$ cat config.mk
export PLATFORM = sky130hd
export DESIGN_NAME = contiguous_allocator_with_compaction_top
export DESIGN_NICKNAME = d
export VERILOG_FILES = /design/src/hdl/caloc_pkg.sv /design/src/hdl/caloc_ram.sv /design/src/hdl/caloc_dp.sv /design/src/hdl/caloc_ctrl.sv /design/src/hdl/contiguous_allocator_with_compaction_top.sv
export SDC_FILE = /design/constraint.sdc
export NUM_CORES = 2
export LEC_CHECK = 0
export ABC_CLOCK_PERIOD_IN_PS = 9930
export BUFFER_PORTS_ARGS = -buffer_cell sky130_fd_sc_hd__buf_2
export CAP_MARGIN = 20
export CORE_MARGIN = 2
export CORE_UTILIZATION = 67
export CTS_BUF_LIST = sky130_fd_sc_hd__clkbuf_16
export CTS_CLUSTER_DIAMETER = 150
export DETAILED_ROUTE_END_ITERATION = 12
export HOLD_SLACK_MARGIN = 0.05
export MAX_ROUTING_LAYER = met4
export PLACE_DENSITY = 0.89
export SLEW_MARGIN = 15
export SYNTH_ARGS = -nofsm -noshare
export SYNTH_HDL_FRONTEND = slang
export SYNTH_SLANG_ARGS = --single-unit
export TNS_END_PERCENT = 10
$ cat constraint.sdc
create_clock -name clk_i -period 9.93 [get_ports clk_i]
set_clock_uncertainty 0.2 [all_clocks]
set_input_delay 1.4895 -clock clk_i [delete_from_list [all_inputs] [get_ports clk_i]]
set_output_delay 1.4895 -clock clk_i [all_outputs]
set_load 0.005 [all_outputs]
$ cat src/hdl/caloc_pkg.sv
// shared types and constants for the contiguous allocator
// no dependencies
package caloc_pkg;

  localparam int unsigned SZ_W          = 13;
  localparam int unsigned NAME_W        = 32;
  localparam int unsigned MAX_FILES_DEF = 16;
  localparam int unsigned MAX_HOLES_DEF = 16;
  localparam logic [SZ_W-1:0] REGION_RESET = 13'd500;

  localparam logic [1:0] FN_ALLOC = 2'd0;
  localparam logic [1:0] FN_DEL   = 2'd1;

  localparam logic [2:0] ST_ALLOC     = 3'd0;
  localparam logic [2:0] ST_ALLOC_CMP = 3'd1;
  localparam logic [2:0] ST_NOSPACE   = 3'd2;
  localparam logic [2:0] ST_DELETED   = 3'd3;
  localparam logic [2:0] ST_NOTFOUND  = 3'd4;
  localparam logic [2:0] ST_COMPACT   = 3'd5;
  localparam logic [2:0] ST_FULL      = 3'd6;

  localparam logic [3:0] OP_NONE  = 4'd0;
  localparam logic [3:0] OP_LATCH = 4'd1;
  localparam logic [3:0] OP_IDX0  = 4'd2;
  localparam logic [3:0] OP_HRD   = 4'd3;
  localparam logic [3:0] OP_HCHK  = 4'd4;
  localparam logic [3:0] OP_PLACE = 4'd5;
  localparam logic [3:0] OP_FRD   = 4'd6;
  localparam logic [3:0] OP_CWR   = 4'd7;
  localparam logic [3:0] OP_CFIN  = 4'd8;
  localparam logic [3:0] OP_INC   = 4'd9;
  localparam logic [3:0] OP_DREC  = 4'd10;
  localparam logic [3:0] OP_SRD   = 4'd11;
  localparam logic [3:0] OP_SWR   = 4'd12;
  localparam logic [3:0] OP_DDEC  = 4'd13;
  localparam logic [3:0] OP_RES   = 4'd14;

  typedef struct packed {
    logic [3:0] op;
    logic [2:0] code;
  } cmd_t;

  typedef struct packed {
    logic       idx_end_h;
    logic       idx_end_f;
    logic       last_f;
    logic       files_full;
    logic       holes_full;
    logic       hit;
    logic       match;
    logic       out_free;
    logic [1:0] func;
  } stat_t;

endpackage

$ cat src/hdl/caloc_ram.sv
// generic single write port ram with registered read
// no dependencies
module caloc_ram #(
  parameter int unsigned WIDTH = 8,
  parameter int unsigned DEPTH = 16
) (
  input  logic                     clk_i,
  input  logic                     we_i,
  input  logic [$clog2(DEPTH)-1:0] waddr_i,
  input  logic [WIDTH-1:0]         wdata_i,
  input  logic [$clog2(DEPTH)-1:0] raddr_i,
  output logic [WIDTH-1:0]         rdata_o
);

  logic [WIDTH-1:0] mem [DEPTH];

  always_ff @(posedge clk_i) begin
    if (we_i) begin
      mem[waddr_i] <= wdata_i;
    end
    rdata_o <= mem[raddr_i];
  end

endmodule

$ cat src/hdl/caloc_dp.sv
// datapath: file and hole tables, counters, walk index and result register
// depends on caloc_pkg and caloc_ram
module caloc_dp #(
  parameter int unsigned MAX_FILES = caloc_pkg::MAX_FILES_DEF,
  parameter int unsigned MAX_HOLES = caloc_pkg::MAX_HOLES_DEF
) (
  input  logic                clk_i,
  input  logic                rst_ni,
  input  caloc_pkg::cmd_t     cmd_i,
  output caloc_pkg::stat_t    stat_o,
  input  logic                cfg_we_i,
  input  logic [12:0]         cfg_data_i,
  input  logic [47:0]         in_data_i,
  input  logic [1:0]          in_user_i,
  output logic                m_valid_o,
  input  logic                m_ready_i,
  output logic [15:0]         m_data_o,
  output logic [2:0]          m_user_o
);

  localparam int unsigned SW  = caloc_pkg::SZ_W;
  localparam int unsigned NW  = caloc_pkg::NAME_W;
  localparam int unsigned FAW = $clog2(MAX_FILES);
  localparam int unsigned HAW = $clog2(MAX_HOLES);
  localparam int unsigned FCW = $clog2(MAX_FILES + 1);
  localparam int unsigned HCW = $clog2(MAX_HOLES + 1);
  localparam int unsigned IW  = (FCW > HCW) ? FCW : HCW;
  localparam int unsigned PW  = SW + FCW;
  localparam int unsigned FEW = NW + 2 * SW;
  localparam int unsigned HEW = 2 * SW;

  logic [SW-1:0]  region_q;
  logic [FCW-1:0] fcount_q;
  logic [HCW-1:0] hcount_q;
  logic           dflt_q, rd_dflt_q;
  logic [IW-1:0]  idx_q;
  logic [PW-1:0]  pos_q;
  logic           hit_q;
  logic [HAW-1:0] hit_idx_q;
  logic [SW-1:0]  hit_start_q, hit_size_q;
  logic [NW-1:0]  name_q;
  logic [SW-1:0]  size_q, off_q;
  logic [1:0]     func_q;
  logic           mvalid_q;
  logic [2:0]     mstatus_q;
  logic [SW-1:0]  moff_q;

  logic           f_we, h_we;
  logic [FAW-1:0] f_waddr, f_raddr;
  logic [HAW-1:0] h_waddr;
  logic [FEW-1:0] f_wdata, f_rdata;
  logic [HEW-1:0] h_wdata, h_rdata;
  logic [NW-1:0]  f_name;
  logic [SW-1:0]  f_size, f_start, h_start, h_size, cmp_size;
  logic [IW-1:0]  idx_p1;
  logic [PW-1:0]  region_ext, rem;
  logic           out_free;

  assign f_name  = f_rdata[FEW-1 -: NW];
  assign f_size  = f_rdata[2*SW-1 -: SW];
  assign f_start = f_rdata[SW-1:0];
  assign h_start = rd_dflt_q ? '0 : h_rdata[HEW-1 -: SW];
  assign h_size  = rd_dflt_q ? region_q : h_rdata[SW-1:0];
  assign idx_p1  = idx_q + IW'(1);
  assign region_ext = PW'(region_q);
  assign rem      = region_ext - pos_q;
  assign cmp_size = (region_ext > pos_q) ? rem[SW-1:0] : '0;
  assign out_free = !mvalid_q || m_ready_i;

  always_comb begin
    f_raddr = (cmd_i.op == caloc_pkg::OP_SRD) ? idx_p1[FAW-1:0] : idx_q[FAW-1:0];
    f_we    = 1'b0;
    f_waddr = idx_q[FAW-1:0];
    f_wdata = f_rdata;
    h_we    = 1'b0;
    h_waddr = '0;
    h_wdata = {pos_q[SW-1:0], cmp_size};
    case (cmd_i.op)
      caloc_pkg::OP_PLACE: begin
        f_we    = 1'b1;
        f_waddr = fcount_q[FAW-1:0];
        f_wdata = {name_q, size_q, hit_start_q};
        h_we    = 1'b1;
        h_waddr = hit_idx_q;
        h_wdata = {hit_start_q + size_q, hit_size_q - size_q};
      end
      caloc_pkg::OP_CWR: begin
        f_we    = 1'b1;
        f_wdata = {f_name, f_size, pos_q[SW-1:0]};
      end
      caloc_pkg::OP_SWR: begin
        f_we = 1'b1;
      end
      caloc_pkg::OP_DREC: begin
        h_we    = !stat_o.holes_full;
        h_waddr = hcount_q[HAW-1:0];
        h_wdata = {f_start, f_size};
      end
      caloc_pkg::OP_CFIN: begin
        h_we = 1'b1;
      end
      default: begin
      end
    endcase
  end

  caloc_ram #(.WIDTH(FEW), .DEPTH(MAX_FILES)) u_files (
    .clk_i   (clk_i),
    .we_i    (f_we),
    .waddr_i (f_waddr),
    .wdata_i (f_wdata),
    .raddr_i (f_raddr),
    .rdata_o (f_rdata)
  );

  caloc_ram #(.WIDTH(HEW), .DEPTH(MAX_HOLES)) u_holes (
    .clk_i   (clk_i),
    .we_i    (h_we),
    .waddr_i (h_waddr),
    .wdata_i (h_wdata),
    .raddr_i (idx_q[HAW-1:0]),
    .rdata_o (h_rdata)
  );

  always_comb begin
    stat_o.idx_end_h  = idx_q >= IW'(hcount_q);
    stat_o.idx_end_f  = idx_q >= IW'(fcount_q);
    stat_o.last_f     = idx_p1 >= IW'(fcount_q);
    stat_o.files_full = fcount_q == FCW'(MAX_FILES);
    stat_o.holes_full = hcount_q == HCW'(MAX_HOLES);
    stat_o.hit        = hit_q;
    stat_o.match      = f_name == name_q;
    stat_o.out_free   = out_free;
    stat_o.func       = func_q;
  end

  // counters, table defaults and result register
  always_ff @(posedge clk_i or negedge rst_ni) begin
    if (!rst_ni) begin
      region_q  <= caloc_pkg::REGION_RESET;
      fcount_q  <= '0;
      hcount_q  <= HCW'(1);
      dflt_q    <= 1'b1;
      rd_dflt_q <= 1'b0;
      idx_q     <= '0;
      pos_q     <= '0;
      hit_q     <= 1'b0;
      mvalid_q  <= 1'b0;
    end else begin
      rd_dflt_q <= (cmd_i.op == caloc_pkg::OP_HRD) && dflt_q && (idx_q == '0);
      if (mvalid_q && m_ready_i) begin
        mvalid_q <= 1'b0;
      end
      case (cmd_i.op)
        caloc_pkg::OP_LATCH, caloc_pkg::OP_IDX0: begin
          idx_q <= '0;
          pos_q <= '0;
          hit_q <= 1'b0;
        end
        caloc_pkg::OP_HCHK: begin
          if (h_size >= size_q) begin
            hit_q <= 1'b1;
          end
          idx_q <= idx_p1;
        end
        caloc_pkg::OP_PLACE: begin
          fcount_q <= fcount_q + FCW'(1);
          if (hit_idx_q == '0) begin
            dflt_q <= 1'b0;
          end
        end
        caloc_pkg::OP_CWR: begin
          pos_q <= pos_q + PW'(f_size);
          idx_q <= idx_p1;
        end
        caloc_pkg::OP_CFIN: begin
          hcount_q <= HCW'(1);
          dflt_q   <= 1'b0;
          idx_q    <= '0;
          hit_q    <= 1'b0;
        end
        caloc_pkg::OP_INC, caloc_pkg::OP_SWR: begin
          idx_q <= idx_p1;
        end
        caloc_pkg::OP_DREC: begin
          if (!stat_o.holes_full) begin
            hcount_q <= hcount_q + HCW'(1);
          end
        end
        caloc_pkg::OP_DDEC: begin
          fcount_q <= fcount_q - FCW'(1);
          idx_q    <= '0;
          pos_q    <= '0;
        end
        caloc_pkg::OP_RES: begin
          mvalid_q <= 1'b1;
        end
        default: begin
        end
      endcase
      if (cfg_we_i) begin
        region_q <= cfg_data_i;
        fcount_q <= '0;
        hcount_q <= HCW'(1);
        dflt_q   <= 1'b1;
      end
    end
  end

  // payload registers
  always_ff @(posedge clk_i) begin
    case (cmd_i.op)
      caloc_pkg::OP_LATCH: begin
        name_q <= in_data_i[NW-1:0];
        size_q <= in_data_i[NW+SW-1:NW];
        func_q <= in_user_i;
      end
      caloc_pkg::OP_HCHK: begin
        if (h_size >= size_q) begin
          hit_idx_q   <= idx_q[HAW-1:0];
          hit_start_q <= h_start;
          hit_size_q  <= h_size;
        end
      end
      caloc_pkg::OP_PLACE: begin
        off_q <= hit_start_q;
      end
      caloc_pkg::OP_RES: begin
        mstatus_q <= cmd_i.code;
        moff_q    <= (cmd_i.code == caloc_pkg::ST_ALLOC ||
                      cmd_i.code == caloc_pkg::ST_ALLOC_CMP) ? off_q : '0;
      end
      default: begin
      end
    endcase
  end

  assign m_valid_o = mvalid_q;
  assign m_data_o  = {3'b000, moff_q};
  assign m_user_o  = mstatus_q;

  a_hcount_range: assert property (@(posedge clk_i) disable iff (!rst_ni)
    hcount_q != '0 && hcount_q <= HCW'(MAX_HOLES))
    else $error("hole count out of range");
  a_fcount_range: assert property (@(posedge clk_i) disable iff (!rst_ni)
    fcount_q <= FCW'(MAX_FILES))
    else $error("file count out of range");
  a_place_hit: assert property (@(posedge clk_i) disable iff (!rst_ni)
    cmd_i.op == caloc_pkg::OP_PLACE |-> hit_q && !stat_o.files_full)
    else $error("placement without a fitting hole");
  a_res_free: assert property (@(posedge clk_i) disable iff (!rst_ni)
    cmd_i.op == caloc_pkg::OP_RES |-> out_free)
    else $error("result overwrites a pending beat");

endmodule

$ cat src/hdl/caloc_ctrl.sv
// controller state machine sequencing scans, compaction and deletes
// depends on caloc_pkg
module caloc_ctrl (
  input  logic             clk_i,
  input  logic             rst_ni,
  input  logic             in_valid_i,
  output logic             idle_o,
  input  caloc_pkg::stat_t stat_i,
  output caloc_pkg::cmd_t  cmd_o
);

  localparam logic [3:0] S_IDLE = 4'd0;
  localparam logic [3:0] S_DISP = 4'd1;
  localparam logic [3:0] S_HRD  = 4'd2;
  localparam logic [3:0] S_HCHK = 4'd3;
  localparam logic [3:0] S_HDEC = 4'd4;
  localparam logic [3:0] S_CRD  = 4'd5;
  localparam logic [3:0] S_CWR  = 4'd6;
  localparam logic [3:0] S_FRD  = 4'd7;
  localparam logic [3:0] S_FCHK = 4'd8;
  localparam logic [3:0] S_SRD  = 4'd9;
  localparam logic [3:0] S_SWR  = 4'd10;
  localparam logic [3:0] S_RES  = 4'd11;

  logic [3:0] state_q, state_d;
  logic       retry_q, retry_d, full_q, full_d, ret_q, ret_d;
  logic [2:0] code_q, code_d;

  always_comb begin
    state_d = state_q;
    retry_d = retry_q;
    full_d  = full_q;
    ret_d   = ret_q;
    code_d  = code_q;
    cmd_o.op   = caloc_pkg::OP_NONE;
    cmd_o.code = code_q;
    case (state_q)
      S_IDLE: begin
        if (in_valid_i) begin
          cmd_o.op = caloc_pkg::OP_LATCH;
          state_d  = S_DISP;
        end
      end
      S_DISP: begin
        retry_d = 1'b0;
        case (stat_i.func)
          caloc_pkg::FN_ALLOC: begin
            if (stat_i.files_full) begin
              code_d  = caloc_pkg::ST_FULL;
              state_d = S_RES;
            end else begin
              cmd_o.op = caloc_pkg::OP_IDX0;
              state_d  = S_HRD;
            end
          end
          caloc_pkg::FN_DEL: begin
            cmd_o.op = caloc_pkg::OP_IDX0;
            state_d  = S_FRD;
          end
          default: begin
            cmd_o.op = caloc_pkg::OP_IDX0;
            ret_d    = 1'b0;
            code_d   = caloc_pkg::ST_COMPACT;
            state_d  = S_CRD;
          end
        endcase
      end
      S_HRD: begin
        if (stat_i.idx_end_h) begin
          state_d = S_HDEC;
        end else begin
          cmd_o.op = caloc_pkg::OP_HRD;
          state_d  = S_HCHK;
        end
      end
      S_HCHK: begin
        cmd_o.op = caloc_pkg::OP_HCHK;
        state_d  = S_HRD;
      end
      S_HDEC: begin
        if (stat_i.hit) begin
          cmd_o.op = caloc_pkg::OP_PLACE;
          code_d   = retry_q ? caloc_pkg::ST_ALLOC_CMP : caloc_pkg::ST_ALLOC;
          state_d  = S_RES;
        end else if (retry_q) begin
          code_d  = caloc_pkg::ST_NOSPACE;
          state_d = S_RES;
        end else begin
          retry_d  = 1'b1;
          ret_d    = 1'b1;
          cmd_o.op = caloc_pkg::OP_IDX0;
          state_d  = S_CRD;
        end
      end
      S_CRD: begin
        if (stat_i.idx_end_f) begin
          cmd_o.op = caloc_pkg::OP_CFIN;
          state_d  = ret_q ? S_HRD : S_RES;
        end else begin
          cmd_o.op = caloc_pkg::OP_FRD;
          state_d  = S_CWR;
        end
      end
      S_CWR: begin
        cmd_o.op = caloc_pkg::OP_CWR;
        state_d  = S_CRD;
      end
      S_FRD: begin
        if (stat_i.idx_end_f) begin
          code_d  = caloc_pkg::ST_NOTFOUND;
          state_d = S_RES;
        end else begin
          cmd_o.op = caloc_pkg::OP_FRD;
          state_d  = S_FCHK;
        end
      end
      S_FCHK: begin
        if (stat_i.match) begin
          cmd_o.op = caloc_pkg::OP_DREC;
          full_d   = stat_i.holes_full;
          state_d  = S_SRD;
        end else begin
          cmd_o.op = caloc_pkg::OP_INC;
          state_d  = S_FRD;
        end
      end
      S_SRD: begin
        if (stat_i.last_f) begin
          cmd_o.op = caloc_pkg::OP_DDEC;
          code_d   = caloc_pkg::ST_DELETED;
          ret_d    = 1'b0;
          state_d  = full_q ? S_CRD : S_RES;
        end else begin
          cmd_o.op = caloc_pkg::OP_SRD;
          state_d  = S_SWR;
        end
      end
      S_SWR: begin
        cmd_o.op = caloc_pkg::OP_SWR;
        state_d  = S_SRD;
      end
      S_RES: begin
        if (stat_i.out_free) begin
          cmd_o.op = caloc_pkg::OP_RES;
          state_d  = S_IDLE;
        end
      end
      default: begin
        state_d = S_IDLE;
      end
    endcase
  end

  always_ff @(posedge clk_i or negedge rst_ni) begin
    if (!rst_ni) begin
      state_q <= S_IDLE;
      retry_q <= 1'b0;
      full_q  <= 1'b0;
      ret_q   <= 1'b0;
      code_q  <= caloc_pkg::ST_ALLOC;
    end else begin
      state_q <= state_d;
      retry_q <= retry_d;
      full_q  <= full_d;
      ret_q   <= ret_d;
      code_q  <= code_d;
    end
  end

  assign idle_o = state_q == S_IDLE;

endmodule

$ cat src/hdl/contiguous_allocator_with_compaction_top.sv
// Contiguous region allocator with a file table and a free-hole table, one
// request at a time. An allocate scans the holes, unless the file table is
// full, and a failed scan compacts the file table and rescans. A delete
// searches and then shifts the file table, and compacts when the hole table
// is full. A compact request compacts the file table. A result waits on the
// output until the previous result has been taken. A new request is taken
// while the previous result still waits on the output.
// depends on caloc_pkg, caloc_ctrl, caloc_dp, caloc_ram
module contiguous_allocator_with_compaction_top #(
  parameter int unsigned MAX_FILES = caloc_pkg::MAX_FILES_DEF,
  parameter int unsigned MAX_HOLES = caloc_pkg::MAX_HOLES_DEF
) (
  input  logic        clk_i,
  input  logic        rst_ni,
  input  logic        cfg_valid_i,
  output logic        cfg_ready_o,
  input  logic [12:0] cfg_data_i,      // region_size
  input  logic        s_axis_tvalid_i,
  output logic        s_axis_tready_o,
  input  logic [47:0] s_axis_tdata_i,  // file_name[31:0], request_size[44:32]
  input  logic [1:0]  s_axis_tuser_i,  // func[1:0]
  output logic        m_axis_tvalid_o,
  input  logic        m_axis_tready_i,
  output logic [15:0] m_axis_tdata_o,  // start_offset[12:0]
  output logic [2:0]  m_axis_tuser_o   // status[2:0]
);

  caloc_pkg::cmd_t  cmd;
  caloc_pkg::stat_t stat;
  logic             idle;

  assign s_axis_tready_o = idle;
  assign cfg_ready_o     = idle;

  caloc_ctrl u_ctrl (
    .clk_i      (clk_i),
    .rst_ni     (rst_ni),
    .in_valid_i (s_axis_tvalid_i),
    .idle_o     (idle),
    .stat_i     (stat),
    .cmd_o      (cmd)
  );

  caloc_dp #(.MAX_FILES(MAX_FILES), .MAX_HOLES(MAX_HOLES)) u_dp (
    .clk_i      (clk_i),
    .rst_ni     (rst_ni),
    .cmd_i      (cmd),
    .stat_o     (stat),
    .cfg_we_i   (cfg_valid_i && idle),
    .cfg_data_i (cfg_data_i),
    .in_data_i  (s_axis_tdata_i),
    .in_user_i  (s_axis_tuser_i),
    .m_valid_o  (m_axis_tvalid_o),
    .m_ready_i  (m_axis_tready_i),
    .m_data_o   (m_axis_tdata_o),
    .m_user_o   (m_axis_tuser_o)
  );

endmodule
**Word level (Yosys, flattened, before mapping)**

Memory sizes are Yosys's and may differ from the RTL's. A register that Yosys moved wholly into a read port is not among the register bits.
Index checks and enable logic that the tools add are counted.

- Flip-flop bits (word level): 166
- RAM bits: 1344
- Input port bits: 68
- Output and inout bits: 22
- Logic and storage cells: 187
- Memories: 2

- Add/subtract/negate cells: 8
- Order comparisons: 5
- Equal/unequal tests: 42
- Muxes and demuxes: 68
- Reduce and logical (&&, ||, !) cells: 39

Memories:

| memory | depth | width | read ports | clocked after memory_dff | wr ports | line | RTL |
|---|---|---|---|---|---|---|---|
| u_dp.u_files.mem | 16 | 58 | 1 | 1 | 1 | caloc_ram.sv:15 | `logic [WIDTH-1:0] mem [DEPTH];` |
| u_dp.u_holes.mem | 16 | 26 | 1 | 1 | 1 | caloc_ram.sv:15 |  |

Operator list:

| kind | count |
|---|---|
| $pmux 58 s2 | 1 |
| $pmux 4 s12 | 2 |
| $mux 4 | 15 |
| $pmux 26 s2 | 1 |
| $eq 4x4->1 const B | 11 |
| $pmux 18 s2 | 1 |
| $eq 32x32->1 | 1 |
| $pmux 5 s2 | 3 |
| $eq 4x3->1 const B | 7 |
| $mux 13 | 2 |
| $sub 13x13->13 | 2 |
| $mux 3 | 8 |
| $add 18x13->18 | 1 |
| $gt 13x18->1 | 1 |
| $mux 1 | 17 |
| $eq 4x2->1 const B | 4 |
| $pmux 4 s2 | 2 |
| $add 5x1->5 const B | 3 |
| $ge 5x5->1 | 3 |
| $mux 5 | 3 |
| $ne 2x2->1 const B | 7 |
| $reduce_and 2->1 | 7 |
| $add 13x13->13 | 1 |
| $ge 13x13->1 | 1 |
| other kinds (29) | 58 |

**Logic depth before layout (Yosys ltp)**

- Depth after elaboration: 9
- Depth in mapped cells: 16
- Mapped depth without buffers: 16

**By module**

From an unflattened synthesis, not the netlist that was laid out.

- Cell total of the unflattened synthesis: 3401
- Area, all modules: 63793.7 sq um

Modules (own cells, without submodules):

| module | times used | cells an instance | area an instance (sq um) | seq. area each (sq um) |
|---|---|---|---|---|
| caloc_ram at u_dp.u_files | 1 | 1496 | 35895.7 | 29027.8 |
| caloc_ram at u_dp.u_holes | 1 | 686 | 16377.0 | 13012.5 |
| caloc_dp | 1 | 1092 | 10516.3 | 4444.3 |
| caloc_ctrl | 1 | 125 | 991.0 | 250.2 |
| contiguous_allocator_with_compaction_top | 1 | 2 | 13.8 | 0.0 |

**Worst setup path before layout**

No wires, ideal clock.

- Path type: register to register
- Start: register u_dp.idx_q[2]
- End: memory u_dp.u_files.mem[8][0] (netlist bit) (enable)
- Library setup time: 0.545 ns
- Data arrival time: 5.736 ns
- Required time: 9.185 ns
- Slack: 3.450 ns
- Cell stages (with the launch flop): 7
- Path buffers: 3
- Period minus slack after synthesis: 6.480 ns
- Cell sequence: dfrtp_1 > buf_1 > inv_1 > buf_2 > buf_1 > a31oi_1 > nor3_1

- Longest elaborated chain between the ends: 9
- Elaborated cells on any way between the ends: 17
- Those cells by class: 1 x add/sub; 3 x order compare; 3 x eq/ne; 9 x mux; 1 x reduce/logical

RTL lines:

| item | line | RTL |
|---|---|---|
| start, declared | caloc_dp.sv:36 | `logic [IW-1:0] idx_q;` |
| start signal, assigned | caloc_dp.sv:164 | `idx_q <= idx_p1;` |
| start signal, assigned | caloc_dp.sv:174 | `idx_q <= idx_p1;` |
| start signal, assigned | caloc_dp.sv:183 | `idx_q <= idx_p1;` |
| $add 5x1->5 | caloc_dp.sv:64 | `assign idx_p1 = idx_q + IW'(1);` |
| $ge 5x5->1 | caloc_dp.sv:128 | `stat_o.last_f = idx_p1 >= IW'(fcount_q);` |
| $mux 3 | caloc_ctrl.sv:128 | `if (stat_i.last_f) begin` |
| $pmux 4 s12 | caloc_ctrl.sv:37 | `case (state_q)` |
| $eq 4x4->1 or $eq 4x3->1 (tied branches) | caloc_dp.sv:78 | `case (cmd_i.op)` |
| $reduce_or 3->1 (no line) | - |  |
| $mux 1 | caloc_dp.sv:78 |  |
| $mux 1 | caloc_ram.sv:18 | `if (we_i) begin` |
| $mux 1 (not written as such) | caloc_ram.sv:19 | `mem[waddr_i] <= wdata_i;` |
| end, declared | caloc_ram.sv:15 |  |

Parallel ways exist; a longest one is shown, timed or not.

**Final worst setup path**

- Start: register u_dp.idx_q[0]
- End: register u_dp.u_files.rdata_o[2], read port of u_dp.u_files.mem

- Longest elaborated chain between the ends: 6
- Elaborated cells on any way between the ends: 11
- Those cells by class: 1 x add/sub; 3 x order compare; 1 x eq/ne; 6 x mux

RTL lines:

| item | line | RTL |
|---|---|---|
| $add 5x1->5 | caloc_dp.sv:64 |  |
| $ge 5x5->1 | caloc_dp.sv:128 |  |
| $mux 3 | caloc_ctrl.sv:128 |  |
| $pmux 4 s12 | caloc_ctrl.sv:37 |  |
| $eq 4x4->1 | caloc_dp.sv:71 | `f_raddr = (cmd_i.op == caloc_pkg::OP_SRD) ? idx_p1[FAW-1:0] : idx_q[FAW-1:0];` |
| $mux 4 (*) | caloc_dp.sv:71 |  |
| end, declared | caloc_ram.sv:12 | `output logic [WIDTH-1:0] rdata_o` |

Every way passes the cells marked *; elsewhere a longest branch is shown, timed or not.
A chain may end at the register's enable or synchronous reset.

==> impl_metrics.py <==
metrics = {
    "cts": {
        "clock-root-buffer": "clkbuf_16",
        "cts_inserted_buffers": 152,
        "post-cts-setup-buffer-count": 0,
        "cts_tree": "yes",
        "cts-htree-levels": 4,
        "worstSkewPairLatency_ns": 0.79,
        "clkSlewWorstSetupHoldPaths_ns": 0.06,
        "clock-sinks": 1594,
        "clockBufferDepth": 3,
        "cts_resized": 0,
        "hold_buffers": 0,
    },
    "timing": {
        "rsz0062_at_grt": "false",
        "max_slew_margin": 0.181,
        "tightest_slew_ns": 1.23,
        "final.setup.worst_slack_ns": 3.54,
        "tns_ns": 0,
        "timing.fmax_mhz": 157,
        "min_period_ns": 6.39,
        "layout_worst_path_cycle_share": 0.643,
        "setup_viol": 0,
        "final_report_max_slew_violation_count": 0,
        "hold_viol_final": 0,
    },
    "placement": {
        "half_perimeter_wire_length_after_detailed_placement_mm": 86.7,
        "place_worst_setup_slack_ns": 3.71,
        "io_buffers": 83,
        "finalWeightedCongestion": 0.977,
    },
    "floorplan": {
        "core_um2": 94900,
        "start_util": 0.674,
        "die_area_um2": 98000,
        "boundary_pin_count": 90,
        "die_x_um": 313,
        "floorplan.rows": 113,
        "die_y_um": 313,
    },
    "run": {
        "cap_viol_max_count": 0,
    },
    "routing": {
        "detail_route.drc_violations": 0,
        "detail_route.first_pass.iterations": 12,
        "drtAntennaViolNets": 0,
        "wl_per_cell_um": 32.1,
        "vias_per_cell": 7.12,
        "drt_iter0_markers": 6489,
        "routed-via-count": 38000,
        "drt-total-wl_mm": 171,
    },
    "logic_synthesis": {
        "syn-mean-instance-area_um2": 16.8,
        "synth-edff-count": 1450,
        "synth.lib_cells_used.distinct": 82,
        "sequential_to_total_area_share_from_yosys_stat": 0.730,
        "yosys_register_bits": 1594,
        "async_flop_share": 0.0376,
        "synthesis.area_um2": 64000,
        "synth_ff_type": "edfxtp_1",
        "yosysWarnings": 0,
        "synth_cells": 3803,
    },
    "worst_setup_path": {
        "cp.required_ns": 10.37,
        "worstPathArrival_ns": 6.83,
        "crit_type": "register to register",
        "worst_setup_path_start_kind": "register",
        "end_kind": "register",
        "worst-path-max-fanout": 59,
    },
    "grt": {
        "antenna_found_initial": 0,
        "grt.overflow.total": 0,
        "vias_in_the_first_global_route": 38500,
        "grt_start_max_net_pins": 175,
        "grt_first_pass_wirelength_mm": 248,
        "grtUsageTotal": 0.362,
    },
    "pwr": {
        "ir_worst_vdd_uv": 237,
        "leakage_nw": 24.8,
        "power_per_cell_area_nw_per_um2": 302,
    },
    "outcome": {
        "status": "complete, no violations",
    },
    "cells_and_area": {
        "final_layout_size_suffix_gt1_frac": 0.182,
        "final_util": 0.751,
        "num_antenna_cells": 0,
        "layout-area-overhead-vs-synth_pct": 11.3,
        "design.final.nets": 4095,
    },
    "worst_hold_path": {
        "worst_hold_path_type": "register to register",
    },
}
through the flow:
step | cells | total power, mW | cell area (um^2) | hold slack (ns)
floorplan | 3805 | 13.5 | 64000 | 0.225
global placement | 5041 | 15.0 | 66100 | 0.241
detailed placement | 5043 | 15.4 | 66100 | 0.240
CTS | 5326 | 21.3 | 71100 | 0.253
global route | 5331 | 22.1 | 71200 | 0.260
finish | 5331 | 21.5 | 71200 | 0.251
cell usage after synthesis, types with 4 or more instances:
master / n / share of area
o22ai_1: 6 / 0.00059
a22o_1: 6 / 0.00082
xnor2_1: 34 / 0.0047
a211oi_1: 6 / 0.00070
inv_1: 59 / 0.0035
o31ai_1: 9 / 0.0011
xor2_1: 53 / 0.0073
nor3_1: 34 / 0.0027
nand3_1: 91 / 0.0071
nor2b_1: 23 / 0.0022
o21a_1: 7 / 0.00082
a21o_1: 26 / 0.0031
buf_4: 8 / 0.00094
mux2i_1: 64 / 0.010
a31oi_1: 66 / 0.0065
a21oi_1: 58 / 0.0045
edfxtp_1: 1450 / 0.68
nand4_1: 10 / 0.00098
and3_1: 67 / 0.0066
clkbuf_1: 104 / 0.0061
dfrtp_1: 52 / 0.020
a22oi_1: 17 / 0.0020
and2_1: 18 / 0.0018
nor2_1: 106 / 0.0062
a2111oi_0: 6 / 0.00082
o21bai_1: 4 / 0.00047
o221ai_1: 6 / 0.00082
dfstp_2: 8 / 0.0033
mux2_2: 26 / 0.0046
nand2b_1: 11 / 0.0011
ha_1: 85 / 0.017
nor4_1: 14 / 0.0014
or3_1: 15 / 0.0015
nor3b_1: 4 / 0.00047
o21ai_0: 73 / 0.0057
fa_1: 5 / 0.0016
buf_1: 25 / 0.0015
dfxtp_1: 84 / 0.026
buf_2: 59 / 0.0046
mux4_2: 246 / 0.087
a221o_1: 75 / 0.012
nand2_1: 563 / 0.033
a32oi_1: 61 / 0.0083
final timing paths:
path                            depth (start not counted)                         endpoint  slack (ns)                          from
max in group asynchronous                               2        u_dp.idx_q[1]$_DFFE_PN0P_        8.15                        rst_ni
worst min register to register                          0       u_dp.m_user_o[0]$_DFFE_PP_        0.25  u_ctrl.code_q[0]$_DFFE_PN0P_
worst max register to register                         12  u_dp.u_files.rdata_o[2]$_DFF_P_        3.54     u_dp.idx_q[0]$_DFFE_PN0P_
min in group asynchronous                               2       u_ctrl.retry_q$_DFFE_PN0P_        0.70                        rst_ni
worst min-delay path                                    0       u_dp.m_user_o[0]$_DFFE_PP_        0.25  u_ctrl.code_q[0]$_DFFE_PN0P_
worst max-delay path                                   12  u_dp.u_files.rdata_o[2]$_DFF_P_        3.54     u_dp.idx_q[0]$_DFFE_PN0P_
worst max-delay path: stages, from the launching register on:
cell	delay, ns
dfrtp_4	0.92
inv_1	0.38
ha_1	0.56
ha_1	0.35
nand2_1	0.04
o21ai_0	0.23
o41a_1	0.30
buf_4	0.35
mux2i_4	0.28
buf_4	0.79
buf_4	0.87
mux4_2	0.47
a221o_1	0.39
cells in the final DEF, fill, tap and decap left out, drive strengths merged, types with 7 or more instances in the layout:
master / instances
edfxtp: 1450
and2: 19
o31ai: 11
a221o: 75
nor2b: 23
mux2: 26
a31oi: 66
a22oi: 17
ha: 85
nor2: 107
nor3: 36
nand3: 91
nand4: 10
clkinv: 69
xnor2: 35
a21o: 26
nand2b: 11
and3: 67
o21a: 7
mux4: 246
o21ai: 76
a32oi: 61
buf: 177
mux2i: 65
dfrtp: 52
nand2: 563
clkbuf: 155
dfxtp: 84
inv: 103
xor2: 53
or3: 15
bufinv: 16
dfstp: 8
a21oi: 58
nor4: 14
layer usage:
metal | vias up | GRT usage | share of wire | wire (um)
met1 | 18800 | 0.428 | 0.32 | 54900
met5 | - | - | 0 | 0
met2 | 3206 | 0.585 | 0.50 | 85900
li1 | 15200 | - | - | -
met4 | 0 | 0.215 | 0.071 | 12100
met3 | 723 | 0.0698 | 0.11 | 18100
cell families after synthesis:
| family | after synthesis | synth area share |
|---|---|---|
| adder cells (fa/ha/maj) | 90 | 0.0182 |
| other | 1 | 0.0000586 |
| AO/OA/AOI/OAI | 464 | 0.0537 |
| AND/OR/NAND/NOR | 970 | 0.0668 |
| multiplexers | 337 | 0.101 |
| XOR/XNOR | 88 | 0.0123 |
| buffers and inverters | 259 | 0.0172 |
| flip-flops | 1594 | 0.730 |
registers in the layout, indices dropped and copies added (netlist names), 18 cells and up:
signal,count
u_dp.u_holes.mem,416
u_dp.u_files.mem,928
u_dp.u_holes.rdata_o,26
u_dp.u_files.rdata_o,58
u_dp.name_q,32
u_dp.pos_q,18
final cells by class:
type                       count  area, um^2
sequential                  1594       46700
fill                        4815       23700
multi-input combinational   1952       16500
clock buffer                 155        3880
tap                         1265        1580
timing repair buffer         177        1210
clock inverter               128        1110
inverter                      60         226
power by group:
group	switching (mW)	internal, mW	leakage, nW
combinational	3.97	2.19	7.57
clock	2.56	3.28	2.60
sequential	0.494	8.98	14.6
(Power assumes the default switching activity.)
